===== src/design/dnle_pkg.sv =====
// Package with the constants, state type and request struct of the DNS name label encoder.
`default_nettype none

package dnle_pkg;

  // Longest label that is kept; characters beyond this count are dropped.
  localparam int unsigned MAX_LABEL = 63;

  // Width of one name character and of one wire-format byte.
  localparam int unsigned BYTE_W = 8;

  // The label separator character.
  localparam logic [BYTE_W-1:0] SEPARATOR = 8'h2E;

  // States of the label replay sequencer.
  typedef enum logic [1:0] {
    EmIdle,
    EmLen,
    EmRead,
    EmChar
  } emit_state_e;

  // Request from the input side to replay one buffered label.
  typedef struct packed {
    logic              start;
    logic [BYTE_W-1:0] len;
    logic              ovf;
    logic              done;
  } emit_req_t;

endpackage

`default_nettype wire


===== src/design/dnle_label_ram.sv =====
// Label character buffer: one write port and one registered read port.
`default_nettype none

module dnle_label_ram #(
  parameter int unsigned Depth = dnle_pkg::MAX_LABEL,
  parameter int unsigned AddrW = (Depth > 1) ? $clog2(Depth) : 1
) (
  input  wire logic                        clk_i,
  input  wire logic                        wr_en_i,
  input  wire logic [AddrW-1:0]            wr_addr_i,
  input  wire logic [dnle_pkg::BYTE_W-1:0] wr_data_i,
  input  wire logic                        rd_en_i,
  input  wire logic [AddrW-1:0]            rd_addr_i,
  output logic      [dnle_pkg::BYTE_W-1:0] rd_data_o
);
  import dnle_pkg::*;

  logic [BYTE_W-1:0] mem_q [Depth];

  always_ff @(posedge clk_i) begin
    if (wr_en_i) begin
      mem_q[wr_addr_i] <= wr_data_i;
    end
  end

  // The read data holds until the next read, so a stalled consumer can wait on it.
  always_ff @(posedge clk_i) begin
    if (rd_en_i) begin
      rd_data_o <= mem_q[rd_addr_i];
    end
  end

endmodule

`default_nettype wire


===== src/design/dnle_emit.sv =====
// Label replay sequencer: sends the length byte, then reads the buffer and sends each character.
`default_nettype none

module dnle_emit #(
  parameter int unsigned MaxLabel = dnle_pkg::MAX_LABEL,
  parameter int unsigned AddrW    = (MaxLabel > 1) ? $clog2(MaxLabel) : 1
) (
  input  wire logic                        clk_i,
  input  wire logic                        rst_ni,
  input  wire dnle_pkg::emit_req_t         req_i,
  output logic                             busy_o,
  output logic                             rd_en_o,
  output logic      [AddrW-1:0]            rd_addr_o,
  input  wire logic [dnle_pkg::BYTE_W-1:0] rd_data_i,
  output logic                             out_valid_o,
  input  wire logic                        out_stall_i,
  output logic      [dnle_pkg::BYTE_W-1:0] byte_out_o,
  output logic                             is_length_o,
  output logic                             run_last_o,
  output logic                             name_done_o,
  output logic                             label_overflow_o
);
  import dnle_pkg::*;

  emit_state_e       state_q, state_d;
  logic [AddrW-1:0]  idx_q, idx_d;
  logic [BYTE_W-1:0] len_q;
  logic              lovf_q;
  logic              done_q;

  logic              out_free;
  logic              last_chr;
  logic              capture;
  logic              load_len;
  logic              load_chr;

  assign out_free = !out_valid_o || !out_stall_i;
  assign last_chr = (BYTE_W'(idx_q) == (len_q - BYTE_W'(1)));

  always_comb begin
    state_d = state_q;
    unique case (state_q)
      EmIdle: begin
        if (req_i.start) begin
          state_d = EmLen;
        end
      end
      EmLen: begin
        if (out_free) begin
          state_d = (len_q == '0) ? EmIdle : EmRead;
        end
      end
      EmRead: begin
        state_d = EmChar;
      end
      EmChar: begin
        if (out_free) begin
          state_d = last_chr ? EmIdle : EmRead;
        end
      end
      default: begin
        state_d = EmIdle;
      end
    endcase
  end

  always_comb begin
    capture  = 1'b0;
    load_len = 1'b0;
    load_chr = 1'b0;
    rd_en_o  = 1'b0;
    unique case (state_q)
      EmIdle: begin
        capture = req_i.start;
      end
      EmLen: begin
        load_len = out_free;
      end
      EmRead: begin
        rd_en_o = 1'b1;
      end
      EmChar: begin
        load_chr = out_free;
      end
      default: begin
        capture = 1'b0;
      end
    endcase
  end

  assign busy_o    = (state_q != EmIdle);
  assign rd_addr_o = idx_q;

  always_comb begin
    idx_d = idx_q;
    if (capture) begin
      idx_d = '0;
    end else if (load_chr && !last_chr) begin
      idx_d = idx_q + AddrW'(1);
    end
  end

  always_ff @(posedge clk_i or negedge rst_ni) begin
    if (!rst_ni) begin
      state_q <= EmIdle;
      idx_q   <= '0;
    end else begin
      state_q <= state_d;
      idx_q   <= idx_d;
    end
  end

  always_ff @(posedge clk_i) begin
    if (capture) begin
      len_q  <= req_i.len;
      lovf_q <= req_i.ovf;
      done_q <= req_i.done;
    end
  end

  always_ff @(posedge clk_i or negedge rst_ni) begin
    if (!rst_ni) begin
      out_valid_o <= 1'b0;
    end else if (load_len || load_chr) begin
      out_valid_o <= 1'b1;
    end else if (!out_stall_i) begin
      out_valid_o <= 1'b0;
    end
  end

  always_ff @(posedge clk_i) begin
    if (load_len) begin
      byte_out_o       <= len_q;
      is_length_o      <= 1'b1;
      run_last_o       <= (len_q == '0);
      name_done_o      <= (len_q == '0) && done_q;
      label_overflow_o <= lovf_q;
    end else if (load_chr) begin
      byte_out_o       <= rd_data_i;
      is_length_o      <= 1'b0;
      run_last_o       <= last_chr;
      name_done_o      <= last_chr && done_q;
      label_overflow_o <= 1'b0;
    end
  end

  // The end of a name always closes the run of the word that carries it.
  a_done_is_run_last: assert property (@(posedge clk_i) disable iff (!rst_ni)
    out_valid_o && name_done_o |-> run_last_o)
    else $error("name_done without run_last");

  // The overflow flag only ever rides on a length byte.
  a_ovf_on_length: assert property (@(posedge clk_i) disable iff (!rst_ni)
    out_valid_o && label_overflow_o |-> is_length_o)
    else $error("label_overflow on a character byte");

  // Character reads never run past the captured label length.
  a_idx_in_label: assert property (@(posedge clk_i) disable iff (!rst_ni)
    (state_q == EmChar) || (state_q == EmRead) |-> BYTE_W'(idx_q) < len_q)
    else $error("buffer read beyond label length");

endmodule

`default_nettype wire


===== src/design/dns_name_label_encoder_core.sv =====
// Top level of the DNS name label encoder: input side, label buffer and replay sequencer.
//
// The block turns a dotted name, one character per input word, into DNS wire
// format. The input channel (in_valid_i, in_stall_o) carries char_in_i and
// last_char_i; the output channel (out_valid_o, out_stall_i) carries one
// wire-format byte per word with its flags. A word moves at a rising edge
// where valid is high and stall is low.
// An ordinary character is written into the label buffer in the cycle it is
// accepted and causes no output; the next character can follow in the next
// cycle. A separator, or a final character, starts the replay of the label:
// the sequencer first loads the length byte into the output register, then,
// for each buffered character, reads it from the buffer and loads it into
// the output register. The input is stalled during the replay; the input
// opens again once the last byte is loaded. Characters past MaxLabel are
// dropped and flagged on the length byte. A stalled receiver holds the
// output register and freezes the replay. Reset clears the label count, the
// overflow flag, the sequencer and the output valid; the buffer contents
// need no clearing.
`default_nettype none

module dns_name_label_encoder_core #(
  parameter int unsigned MaxLabel = dnle_pkg::MAX_LABEL
) (
  input  wire logic                        clk_i,
  input  wire logic                        rst_ni,
  input  wire logic                        in_valid_i,
  output logic                             in_stall_o,
  input  wire logic [dnle_pkg::BYTE_W-1:0] char_in_i,
  input  wire logic                        last_char_i,
  output logic                             out_valid_o,
  input  wire logic                        out_stall_i,
  output logic      [dnle_pkg::BYTE_W-1:0] byte_out_o,
  output logic                             is_length_o,
  output logic                             run_last_o,
  output logic                             name_done_o,
  output logic                             label_overflow_o
);
  import dnle_pkg::*;

  localparam int unsigned AddrW = (MaxLabel > 1) ? $clog2(MaxLabel) : 1;
  localparam int unsigned CntW  = $clog2(MaxLabel + 1);

  logic [CntW-1:0]   cnt_q, cnt_d;
  logic              ovf_q, ovf_d;

  logic              accept;
  logic              is_sep;
  logic              room;
  logic              store;
  logic              emit;
  logic [CntW-1:0]   cnt_buf;
  logic              ovf_buf;
  logic              busy;
  logic              rd_en;
  logic [AddrW-1:0]  rd_addr;
  logic [BYTE_W-1:0] rd_data;
  emit_req_t         req;

  // Input words are taken only while no label is being replayed.
  assign in_stall_o = busy;
  assign accept     = in_valid_i && !in_stall_o;

  assign is_sep = (char_in_i == SEPARATOR);
  assign room   = (cnt_q < CntW'(MaxLabel));
  assign store  = !is_sep && room;
  assign emit   = is_sep || last_char_i;

  // Count and overflow as they stand once this character is buffered or dropped.
  assign cnt_buf = store ? (cnt_q + CntW'(1)) : cnt_q;
  assign ovf_buf = ovf_q || (!is_sep && !room);

  always_comb begin
    req.start = accept && emit;
    req.len   = BYTE_W'(cnt_buf);
    req.ovf   = ovf_buf;
    req.done  = last_char_i;
  end

  always_comb begin
    cnt_d = cnt_q;
    ovf_d = ovf_q;
    if (accept) begin
      if (emit) begin
        cnt_d = '0;
        ovf_d = 1'b0;
      end else begin
        cnt_d = cnt_buf;
        ovf_d = ovf_buf;
      end
    end
  end

  always_ff @(posedge clk_i or negedge rst_ni) begin
    if (!rst_ni) begin
      cnt_q <= '0;
      ovf_q <= 1'b0;
    end else begin
      cnt_q <= cnt_d;
      ovf_q <= ovf_d;
    end
  end

  // The buffer write lands before the sequencer, which passes its length state first, reads it.
  dnle_label_ram #(
    .Depth (MaxLabel),
    .AddrW (AddrW)
  ) u_ram (
    .clk_i     (clk_i),
    .wr_en_i   (accept && store),
    .wr_addr_i (cnt_q[AddrW-1:0]),
    .wr_data_i (char_in_i),
    .rd_en_i   (rd_en),
    .rd_addr_i (rd_addr),
    .rd_data_o (rd_data)
  );

  dnle_emit #(
    .MaxLabel (MaxLabel),
    .AddrW    (AddrW)
  ) u_emit (
    .clk_i            (clk_i),
    .rst_ni           (rst_ni),
    .req_i            (req),
    .busy_o           (busy),
    .rd_en_o          (rd_en),
    .rd_addr_o        (rd_addr),
    .rd_data_i        (rd_data),
    .out_valid_o      (out_valid_o),
    .out_stall_i      (out_stall_i),
    .byte_out_o       (byte_out_o),
    .is_length_o      (is_length_o),
    .run_last_o       (run_last_o),
    .name_done_o      (name_done_o),
    .label_overflow_o (label_overflow_o)
  );

  // The label count never passes the buffer depth.
  a_cnt_bounded: assert property (@(posedge clk_i) disable iff (!rst_ni)
    cnt_q <= CntW'(MaxLabel))
    else $error("label count beyond buffer depth");

  // Starting a replay leaves a fresh, empty label behind.
  a_fresh_label: assert property (@(posedge clk_i) disable iff (!rst_ni)
    req.start |=> (cnt_q == '0) && !ovf_q)
    else $error("label state not cleared after replay start");

  // A replay request closes the input, which stays closed until the last byte of the label is loaded.
  a_stall_after_start: assert property (@(posedge clk_i) disable iff (!rst_ni)
    req.start |=> in_stall_o)
    else $error("input open during label replay");

endmodule

`default_nettype wire


===== config.mk =====
export PLATFORM = sky130hd
export DESIGN_NAME = dns_name_label_encoder_core
export DESIGN_NICKNAME = d
export VERILOG_FILES = /design/src/design/dnle_pkg.sv /design/src/design/dnle_label_ram.sv /design/src/design/dnle_emit.sv /design/src/design/dns_name_label_encoder_core.sv
export SDC_FILE = /design/constraint.sdc
export NUM_CORES = 1
export LEC_CHECK = 0
export BUFFER_PORTS_ARGS = -buffer_cell sky130_fd_sc_hd__buf_2
export CAP_MARGIN = 20
export CORE_UTILIZATION = 45
export DETAILED_ROUTE_END_ITERATION = 10
export PLACE_DENSITY_LB_ADDON = 0.12
export SLEW_MARGIN = 15
export SYNTH_ARGS = -nofsm -noshare
export SYNTH_HDL_FRONTEND = slang
export SYNTH_SLANG_ARGS = --single-unit

===== constraint.sdc =====
create_clock -name clk_i -period 4.11 [get_ports clk_i]
set_input_delay 0.6165 -clock clk_i [delete_from_list [all_inputs] [get_ports clk_i]]
set_output_delay 0.6165 -clock clk_i [all_outputs]
set_load 0.02 [all_outputs]

==> results.sh, run 1 <==
export IMPL_syn_area_per_cell_um2=20.01
export IMPL_ir_drop_mv=0.4382
export IMPL_place_congestion=0.8453
export IMPL_ys_warn_count=0
export IMPL_finalCritPeriodShare=0.8363
export IMPL_cellPowerDensity_nw_per_um2=650.1
export IMPL_rsz0062_at_grt="false"
export IMPL_hp_class="in -> reg"
export IMPL_setup_slack_ns=0.6727
export IMPL_timing_critical_path_arrival_ns=3.74
export IMPL_syn_nets=1104
export IMPL_min_period_ns=3.437
export IMPL_r2r_setup_slack_ns=0.67
export IMPL_rows=80
export IMPL_ys_ff_latch=548
export IMPL_cts_hold_buffers=1
export IMPL_regArea_um2=16370
export IMPL_route_met2_wl_um=24850
export IMPL_firstDrtPassIters=5
export IMPL_drt_initial_drc_count=1047
export IMPL_clk_latency_ns=0.61
export IMPL_max_freq_mhz=290.9
export IMPL_antenna_cells=0
export IMPL_final_util=0.5163
export IMPL_setup_viol=0
export IMPL_ios=27
export IMPL_rr_startpoint="u_emit.rd_addr_o[0]$_DFFE_PN0P_"
export IMPL_ys_flop_type="edfxtp_1"
export IMPL_totalPowerFinal_mw=16.03
export IMPL_cp_start_kind="register"
export IMPL_crit_fanout=28
export IMPL_clockBufferDepth=3
export IMPL_hpwl_um=32020
export IMPL_worst_slew_pin_slew_ns=1.079
export IMPL_io_buffers=26
export IMPL_postCtsSetupRepairBufs=0
export IMPL_synth_edf_count=531
export IMPL_crit_slowest_cell="a2111oi_0"
export IMPL_run_status="finished clean"
export IMPL_holdPathStages=2
export IMPL_endpoint_kind="register"
export IMPL_cap_violations=0
export IMPL_hold_viol=0
export IMPL_grt_pass1_vias=10975
export IMPL_htree_levels=2
export IMPL_cp_buffers_inverters=2
export IMPL_synth_area_um2=21770
export IMPL_antenna_found_initial=0
export IMPL_stdcell_area_um2=24650
export IMPL_slew_violations=0
export IMPL_vias=10766
export IMPL_reg2reg_depth=7
export IMPL_drive_above_1_share=0.2570
export IMPL_drc=0
export IMPL_seq_power_share=0.418
export IMPL_syn_inst=1088
export IMPL_fillers=3819
export IMPL_path_cells="buf_12 -> buf_4 -> mux4_2 -> mux2i_1 -> nor2_1 -> a2111oi_0 -> nor3_1"
export IMPL_placed_cell_area_um2=22790
export IMPL_ys_async_sr_fraction=0.02920
export IMPL_postRouteAntennaNets=0
export IMPL_clock_sinks=548
export IMPL_cts_tree="built"
export IMPL_grt_ovfl_total=0
export IMPL_clkTransAtPathRegs_ns=0.06
export IMPL_cp_slowest_stage_delay_ns=0.91
export IMPL_preCtsSetupSlack_ns=0.5817
export IMPL_die_h_um=222.0
export IMPL_fin_tns_setup_ns=0
export IMPL_fin_skew_ns=0.01989
export IMPL_p_int_mw=11.25
export IMPL_wl_met1_um=23170
export IMPL_power_share_clock=0.316
export IMPL_initial_core_util=0.4560
export IMPL_netSwitchingFraction=0.2978
export IMPL_p_leak_nw=7.948
export IMPL_crit_start="u_emit.rd_addr_o[0]$_DFFE_PN0P_"
export IMPL_post_drt_wl_per_cell_um=28.33
export IMPL_numCtsBuffers=56
export IMPL_cp_endpoint="u_ram.rd_data_o[1]$_DFFE_PP_"
export IMPL_grt_pass1_wl_um=76130
export IMPL_critPathTopFamily="compound AO/OA/AOI/OAI gates"
export IMPL_area_delta_synth_final_pct=13.22
export IMPL_gr_usage_all_layers=0.2155
export IMPL_grt_start_max_net_pins=64
export IMPL_share_comb_of_total_power=0.266
export IMPL_cp_required_ns=4.41
export IMPL_reg2reg_to="u_ram.rd_data_o[1]$_DFFE_PP_"
export IMPL_detail_route_vias_per_cell=5.886
export IMPL_synth_seq_area_share=0.7516
export IMPL_crit_type="reg -> reg"
export IMPL_cts_resized=0
export IMPL_max_slew_margin=0.2621
export IMPL_cp_depth=7
export IMPL_p_sw_mw=4.772
export IMPL_top_layer_used="met4"
export IMPL_min_delay_start="out_stall_i"
export IMPL_multi_input_area_um2=5049
export IMPL_core_um2=47750
export IMPL_yosysUniqueCellTypes=62
export IMPL_nets=1182
export IMPL_wl_met3_um=2763
export IMPL_clock_root_buffer="clkbuf_16"
export IMPL_dieArea_um2=49270
export IMPL_wl_um=51820
export IMPL_die_w_um=222.0
[per-layer routing]
metal / GRT usage / vias up
met5: 0 / -
met4: 0.05108 / 0
met3: 0.03591 / 65
met2: 0.3422 / 327
met1: 0.3136 / 5758
li1: - / 4616
[layout make-up]
cell class | instances | area share
Timing Repair Buffer | 76 | 0.02314
Clock inverter | 36 | 0.01401
Tap cell | 615 | 0.03121
Clock buffer | 70 | 0.06111
Inverter | 10 | 0.001523
Multi-Input combinational cell | 474 | 0.2048
Sequential cell | 548 | 0.6642
[how the worst min path moves through the flow]
stage          slack, ns                              end
2_1_floorplan       0.32             cnt_q[0]$_DFFE_PN0P_
3_3_place_gp        0.45  u_emit.is_length_o$_SDFFE_PP1P_
3_5_place_dp        0.46  u_emit.is_length_o$_SDFFE_PP1P_
4_1_cts             0.21   u_emit.out_valid_o$_DFFE_PN0P_
5_1_grt             0.24   u_emit.out_valid_o$_DFFE_PN0P_
6_report            0.23   u_emit.out_valid_o$_DFFE_PN0P_
[power groups by stage]
stage	combinational (mW)	clock [mW]	sequential, mW
2_1_floorplan	3.02	0	6.54
3_3_place_gp	4.30	0	6.82
3_5_place_dp	4.30	0	6.82
4_1_cts	4.32	5.17	6.71
5_1_grt	4.51	5.37	6.73
6_report	4.26	5.07	6.70
[worst reg2reg max path: stages (launching register included)]
cell	delay, ns
dfrtp_4	0.76
buf_12	0.34
buf_4	0.25
mux4_2	0.50
mux2i_1	0.19
nor2_1	0.06
a2111oi_0	0.91
nor3_1	0.13
[flip-flops by register name (all words and copies together), names as in the netlist]
| name | count |
|---|---|
| u_emit.name_done_o | 1 |
| u_ram.mem_q | 504 |
| u_emit.run_last_o | 1 |
| u_emit.out_valid_o | 1 |
| u_emit.rd_addr_o | 6 |
| u_emit.is_length_o | 1 |
| ovf_q | 1 |
| cnt_q | 6 |
| u_emit.lovf_q | 1 |
| u_emit.label_overflow_o | 1 |
| u_ram.rd_data_o | 8 |
| u_emit.byte_out_o | 8 |
| u_emit.state_q | 2 |
| u_emit.len_q | 6 |
| u_emit.done_q | 1 |
[synthesized netlist by cell type, drive strengths merged (2+ instances only)]
| cell type | count | area share |
|---|---|---|
| a221oi | 2 | 0.0011 |
| nand2b | 5 | 0.0014 |
| and3 | 4 | 0.0011 |
| clkbuf | 19 | 0.0033 |
| xor2 | 3 | 0.0012 |
| nand2 | 34 | 0.0059 |
| nor4b | 2 | 0.00080 |
| a21oi | 6 | 0.0014 |
| o221ai | 2 | 0.00080 |
| o31ai | 2 | 0.00069 |
| a22oi | 2 | 0.00069 |
| mux4 | 123 | 0.13 |
| buf | 37 | 0.012 |
| nor2 | 84 | 0.014 |
| mux2 | 20 | 0.011 |
| or2 | 3 | 0.00086 |
| nand3b | 3 | 0.0010 |
| a22o | 5 | 0.0020 |
| nand3 | 11 | 0.0025 |
| and2 | 11 | 0.0032 |
| xnor2 | 8 | 0.0032 |
| ha | 3 | 0.0017 |
| or3 | 3 | 0.00086 |
| mux2i | 46 | 0.021 |
| o22ai | 12 | 0.0034 |
| dfrtp | 16 | 0.018 |
| o21ai | 27 | 0.0062 |
| a221o | 2 | 0.00092 |
| a211o | 4 | 0.0016 |
| inv | 9 | 0.0016 |
| a2111oi | 3 | 0.0012 |
| nor2b | 6 | 0.0017 |
| edfxtp | 531 | 0.73 |
| nor3 | 8 | 0.0018 |
| a21o | 2 | 0.00069 |
| a211oi | 6 | 0.0021 |
| a31oi | 4 | 0.0011 |
| o211ai | 6 | 0.0021 |
[cells in the final DEF, fill, tap and decap left out, types with 18 or more instances in the layout]
| cell type | Yosys | layout |
|---|---|---|
| buf_2 | 15 | 26 |
| nor2_1 | 84 | 84 |
| mux4_2 | 123 | 123 |
| mux2i_1 | 46 | 46 |
| clkbuf_16 | 0 | 58 |
| mux2_2 | 18 | 18 |
| buf_4 | 6 | 44 |
| nand2_1 | 34 | 34 |
| o21ai_0 | 23 | 23 |
| edfxtp_1 | 531 | 531 |
[cells by family after synthesis]
kind of cell               count (synthesis)  synth area share
DFF                                      548            0.7516
muxes                                    189            0.1589
and+or+nand+nor                          180           0.03804
AOI/OAI and AO/OA                         91           0.02839
buffers and inverters                     66           0.01689
xor gates and xnor gates                  11          0.004425
adders and majority gates                  3          0.001724
[metrics by stage]
stage	hold slack, ns	cells
after floorplan	0.3209	1088
after global placement	0.4544	1722
after detailed placement	0.4610	1722
after CTS	0.2097	1829
after global routing	0.2354	1829
final	0.2348	1829
Note: power is estimated with default switching activity, not from simulation.
==> run 2, diff against run 1 <==
- clock period: 4.11 -> 3.35 ns (I/O delays scaled with it)
==> results.sh, run 2 (synthesis gave the netlist of run 1 again) <==
export IMPL_run_status="finished clean"
export IMPL_clock_root_buffer="clkbuf_16"
export IMPL_fillers=3826
export IMPL_die_h_um=222.0
export IMPL_hpwl_um=32720
export IMPL_rsz0062_at_grt="false"
export IMPL_reg_top3="u_ram.mem_q x504, u_emit.byte_out_o x8, u_ram.rd_data_o x8"
export IMPL_p_int_mw=13.62
export IMPL_dieArea_um2=49270
export IMPL_p_leak_nw=7.968
export IMPL_timing_critical_path_arrival_ns=3.49
export IMPL_final_cell_mix="edfxtp_1, mux4_2, nor2_1, clkbuf_16, buf_4"
export IMPL_clockBufferDepth=3
export IMPL_io_buffers=26
export IMPL_grt_pass1_vias=10990
export IMPL_htree_levels=2
export IMPL_max_freq_mhz=317.2
export IMPL_fin_tns_setup_ns=0
export IMPL_initial_core_util=0.4560
export IMPL_slew_violations=0
export IMPL_clk_latency_ns=0.60
export IMPL_cts_hold_buffers=1
export IMPL_postRouteAntennaNets=0
export IMPL_grt_start_max_net_pins=64
export IMPL_nets=1194
export IMPL_antenna_cells=0
export IMPL_drt_initial_drc_count=1037
export IMPL_regMostFlops="u_ram.mem_q"
export IMPL_die_w_um=222.0
export IMPL_place_congestion=0.8245
export IMPL_preCtsSetupSlack_ns=0.1255
export IMPL_power_share_clock=0.304
export IMPL_postCtsSetupRepairBufs=0
export IMPL_core_um2=47750
export IMPL_cap_violations=0
export IMPL_rows=80
export IMPL_clock_sinks=548
export IMPL_cp_required_ns=3.69
export IMPL_cts_tree="built"
export IMPL_seq_power_share=0.417
export IMPL_gr_usage_all_layers=0.2155
export IMPL_setup_viol=0
export IMPL_firstDrtPassIters=5
export IMPL_ios=27
export IMPL_vias=10680
export IMPL_share_comb_of_total_power=0.280
export IMPL_wl_um=51770
export IMPL_drive_above_1_share=0.2586
export IMPL_cellPowerDensity_nw_per_um2=789.8
export IMPL_crit_type="reg -> reg"
export IMPL_grt_ovfl_total=0
export IMPL_numCtsBuffers=56
export IMPL_setup_slack_ns=0.1978
export IMPL_worst_slew_pin_slew_ns=1.086
export IMPL_antenna_found_initial=1
export IMPL_netSwitchingFraction=0.3011
export IMPL_p_sw_mw=5.867
export IMPL_regArea_um2=16370
export IMPL_hold_viol=0
export IMPL_final_common_cell="edfxtp_1"
export IMPL_drc=0
export IMPL_detail_route_vias_per_cell=5.801
export IMPL_post_drt_wl_per_cell_um=28.12
export IMPL_clkTransAtPathRegs_ns=0.07
export IMPL_endpoint_kind="register"
export IMPL_multi_input_area_um2=5040
export IMPL_largest_reg_flops=504
export IMPL_min_period_ns=3.152
export IMPL_cp_start_kind="register"
export IMPL_grt_pass1_wl_um=76360
export IMPL_ir_drop_mv=0.3746
export IMPL_finalCritPeriodShare=0.9409
export IMPL_fin_skew_ns=0.01055
export IMPL_area_delta_synth_final_pct=13.33
export IMPL_crit_fanout=16
export IMPL_hp_class="in -> reg"
export IMPL_cts_resized=0
export IMPL_max_slew_margin=0.2656
## run 2: changes by cell type in the layout (fill, tap and decap cells not counted), sizes merged
cell      previous run  this run
clkbuf              70        76
clkinvlp             4         2
buf                 75        87
clkinv              26        24
bufinv               6         2
inv                 10        12
## run 2: power by group through the flow
stage               registers [mW]  clock network, mW  logic (mW)
finish                        8.12               5.92        5.45
global route                  8.14               6.27        5.76
CTS                           8.12               6.03        5.53
detailed placement            8.26                  0        5.51
global placement              8.26                  0        5.54
floorplan                     8.03                  0        3.70
## run 2: per-layer routing
metal / wire length [um] / track usage
met2: 24560 / 0.3378
met3: 2735 / 0.02942
met4: 1243 / 0.06631
met1: 23230 / 0.3158
met5: 0 / 0
## run 2: path summary, 6_finish.rpt
path | startpoint | slack [ns] | depth (start not counted) | end
setup / recovery | u_emit.rd_addr_o[0]$_DFFE_PN0P_ | 0.20 | 8 | u_ram.rd_data_o[1]$_DFFE_PP_
hold reg to reg | u_emit.is_length_o$_SDFFE_PP1P_ | 0.49 | 2 | u_emit.is_length_o$_SDFFE_PP1P_
min in group asynchronous | rst_ni | 0.37 | 2 | u_emit.out_valid_o$_DFFE_PN0P_
setup reg to reg | u_emit.rd_addr_o[0]$_DFFE_PN0P_ | 0.20 | 8 | u_ram.rd_data_o[1]$_DFFE_PP_
max in group asynchronous | rst_ni | 2.66 | 2 | u_emit.rd_addr_o[0]$_DFFE_PN0P_
hold / removal | out_stall_i | 0.12 | 2 | u_emit.out_valid_o$_DFFE_PN0P_
## run 2: per-stage QoR
stage / hold slack (ns) / utilization / instance area [um^2] / std cells / total power, mW
final: 0.1196 / 0.5168 / 24670 / 1841 / 19.49
after global routing: 0.1257 / 0.5168 / 24670 / 1841 / 20.17
after CTS: 0.09532 / 0.5168 / 24670 / 1841 / 19.69
after detailed placement: 0.4552 / 0.4803 / 22930 / 1734 / 13.77
after global placement: 0.4492 / 0.4803 / 22930 / 1734 / 13.80
after floorplan: 0.2069 / - / 21770 / 1088 / 11.73
## run 2: critical path, cell delays in order, from the launching register on
cell and delay [ns]:
dfrtp_4 0.49, buf_12 0.21, buf_12 0.20, mux4_2 0.52
mux2i_1 0.23, nor2_1 0.11, a2111oi_0 0.82, buf_4 0.23
nor3_1 0.05
## run 2: area by class of cell
cell class / instances / area share
clock buffer: 76 / 0.06191
clock inverter: 30 / 0.008215
timing repair buffer: 88 / 0.02931
inverter: 10 / 0.001521
multi-input combinational: 474 / 0.2042
sequential: 548 / 0.6636
tap: 615 / 0.03119
==> run 3, diff against run 2 <==
- CELL_PAD_IN_SITES_DETAIL_PLACEMENT: default -> 0
- CELL_PAD_IN_SITES_GLOBAL_PLACEMENT: default -> 2
==> results.sh, run 3 (synthesis gave the netlist of run 1 again) <==
export IMPL_clkTransAtPathRegs_ns=0.06
export IMPL_dieArea_um2=49270
export IMPL_grt_pass1_vias=11061
export IMPL_initial_core_util=0.4560
export IMPL_critPathTopFamily="multiplexers"
export IMPL_regMostFlops="u_ram.mem_q"
export IMPL_preCtsSetupSlack_ns=0.2337
export IMPL_htree_levels=2
export IMPL_cp_start_kind="register"
export IMPL_cp_required_ns=3.68
export IMPL_min_period_ns=2.995
export IMPL_vias=10781
export IMPL_hold_viol=0
export IMPL_clk_latency_ns=0.60
export IMPL_hp_class="in -> reg"
export IMPL_timing_critical_path_arrival_ns=3.32
export IMPL_grt_start_max_net_pins=64
export IMPL_post_drt_wl_per_cell_um=28.08
export IMPL_die_h_um=222.0
export IMPL_crit_fanout=14
export IMPL_p_leak_nw=8.187
export IMPL_cellPowerDensity_nw_per_um2=769.8
export IMPL_clockBufferDepth=3
export IMPL_ir_drop_mv=0.4487
export IMPL_cp_slowest_stage_delay_ns=0.67
export IMPL_drt_initial_drc_count=1080
export IMPL_nets=1244
export IMPL_final_common_cell="edfxtp_1"
export IMPL_cap_violations=0
export IMPL_max_freq_mhz=333.8
export IMPL_path_cells="buf_4 -> mux4_2 -> mux2i_1 -> nor2_1 -> a2111oi_0 -> buf_4 -> nor3_1"
export IMPL_setup_slack_ns=0.3546
export IMPL_cp_buffers_inverters=2
export IMPL_rsz0062_at_grt="false"
export IMPL_io_buffers=26
export IMPL_fin_skew_ns=0.01820
export IMPL_dp_cells=1784
export IMPL_totalPowerFinal_mw=19.18
export IMPL_ios=27
export IMPL_stdcell_area_um2=24910
export IMPL_largest_reg_flops=504
export IMPL_drive_above_1_share=0.2858
export IMPL_reg_top3="u_ram.mem_q x504, u_emit.byte_out_o x8, u_ram.rd_data_o x8"
export IMPL_cts_tree="built"
export IMPL_die_w_um=222.0
export IMPL_detail_route_vias_per_cell=5.716
export IMPL_max_slew_margin=0.5027
export IMPL_rows=80
export IMPL_gr_usage_all_layers=0.2213
export IMPL_setup_viol=0
export IMPL_antenna_found_initial=2
export IMPL_place_congestion=0.7857
export IMPL_worst_slew_pin_slew_ns=0.7271
export IMPL_finalCritPeriodShare=0.8942
export IMPL_wl_um=52970
export IMPL_slew_violations=0
export IMPL_postRouteAntennaNets=0
export IMPL_crit_type="reg -> reg"
export IMPL_fin_tns_setup_ns=0
export IMPL_numCtsBuffers=56
export IMPL_critPathMostFrequentCell="buf_4"
export IMPL_endpoint_kind="register"
export IMPL_firstDrtPassIters=5
export IMPL_core_um2=47750
export IMPL_grt_pass1_wl_um=77300
export IMPL_fillers=3823
export IMPL_grt_ovfl_total=0
export IMPL_cts_resized=0
export IMPL_area_delta_synth_final_pct=14.42
export IMPL_drc=0
export IMPL_stdcell_count=1886
export IMPL_crit_slowest_cell="a2111oi_0"
export IMPL_final_cell_mix="edfxtp_1, mux4_2, buf_4, nor2_1, clkbuf_16"
export IMPL_run_status="finished clean"
export IMPL_placed_cell_area_um2=23250
export IMPL_hpwl_um=32880
export IMPL_clock_root_buffer="clkbuf_16"
export IMPL_clock_sinks=548
[run 3: cell types whose count changed in the layout (fill, tap and decap cells not counted), sizes merged]
cell	change
buf	+50
bufinv	-1
clkbuf	-7
clkinv	+5
diode	+1
inv	-3
[run 3: per-layer routing]
metal  vias up  GRT usage  share of wire
met3        64    0.03724          0.055
met1      5688     0.3228           0.46
met2       295     0.3423           0.47
li1       4734          -              -
met4         0    0.06989          0.023
met5         -          0              0
[run 3: path summary, 6_finish.rpt]
| kind | startpoint | end | slack (ns) | cells past startpoint |
|---|---|---|---|---|
| worst max-delay path | u_emit.rd_addr_o[0]$_DFFE_PN0P_ | u_ram.rd_data_o[1]$_DFFE_PP_ | 0.35 | 7 |
| worst min-delay path | out_stall_i | u_emit.out_valid_o$_DFFE_PN0P_ | 0.12 | 2 |
| worst max register to register | u_emit.rd_addr_o[0]$_DFFE_PN0P_ | u_ram.rd_data_o[1]$_DFFE_PP_ | 0.35 | 7 |
| worst min register to register | u_emit.is_length_o$_SDFFE_PP1P_ | u_emit.is_length_o$_SDFFE_PP1P_ | 0.47 | 2 |
| max in group asynchronous | rst_ni | u_emit.rd_addr_o[0]$_DFFE_PN0P_ | 2.63 | 2 |
| min in group asynchronous | rst_ni | u_emit.state_q[0]$_DFFE_PN0P_ | 0.36 | 2 |
[run 3: power by group]
group / leakage (nW) / internal (mW) / switching (mW)
combinational: 2.39 / 2.43 / 2.93
clock: 0.808 / 3.17 / 2.52
sequential: 4.99 / 7.77 / 0.362
total: 8.19 / 13.4 / 5.81
[run 3: through the flow]
| step | utilization | hold WS (ns) |
|---|---|---|
| after floorplan | - | 0.2069 |
| after global placement | 0.4870 | 0.4446 |
| after detailed placement | 0.4870 | 0.4652 |
| after CTS | 0.5217 | 0.1006 |
| after global routing | 0.5217 | 0.1338 |
| final | 0.5218 | 0.1228 |
[run 3: area by class of cell]
type	count	area [um^2]	share of cell area
antenna	1	2.502	0.0001004
clock buffer	69	1471	0.05906
clock inverter	31	175.2	0.007031
inverter	10	37.54	0.001507
multi-input combinational	474	5046	0.2026
sequential	548	16370	0.6573
tap	615	769.5	0.03089
timing repair buffer	138	1036	0.04158
[run 3: timing repair]
item / in CTS / in global routing
endpoints found under the hold margin: 16 / 0
buffers inserted: 0 / 0
hold buffers: 1 / 0
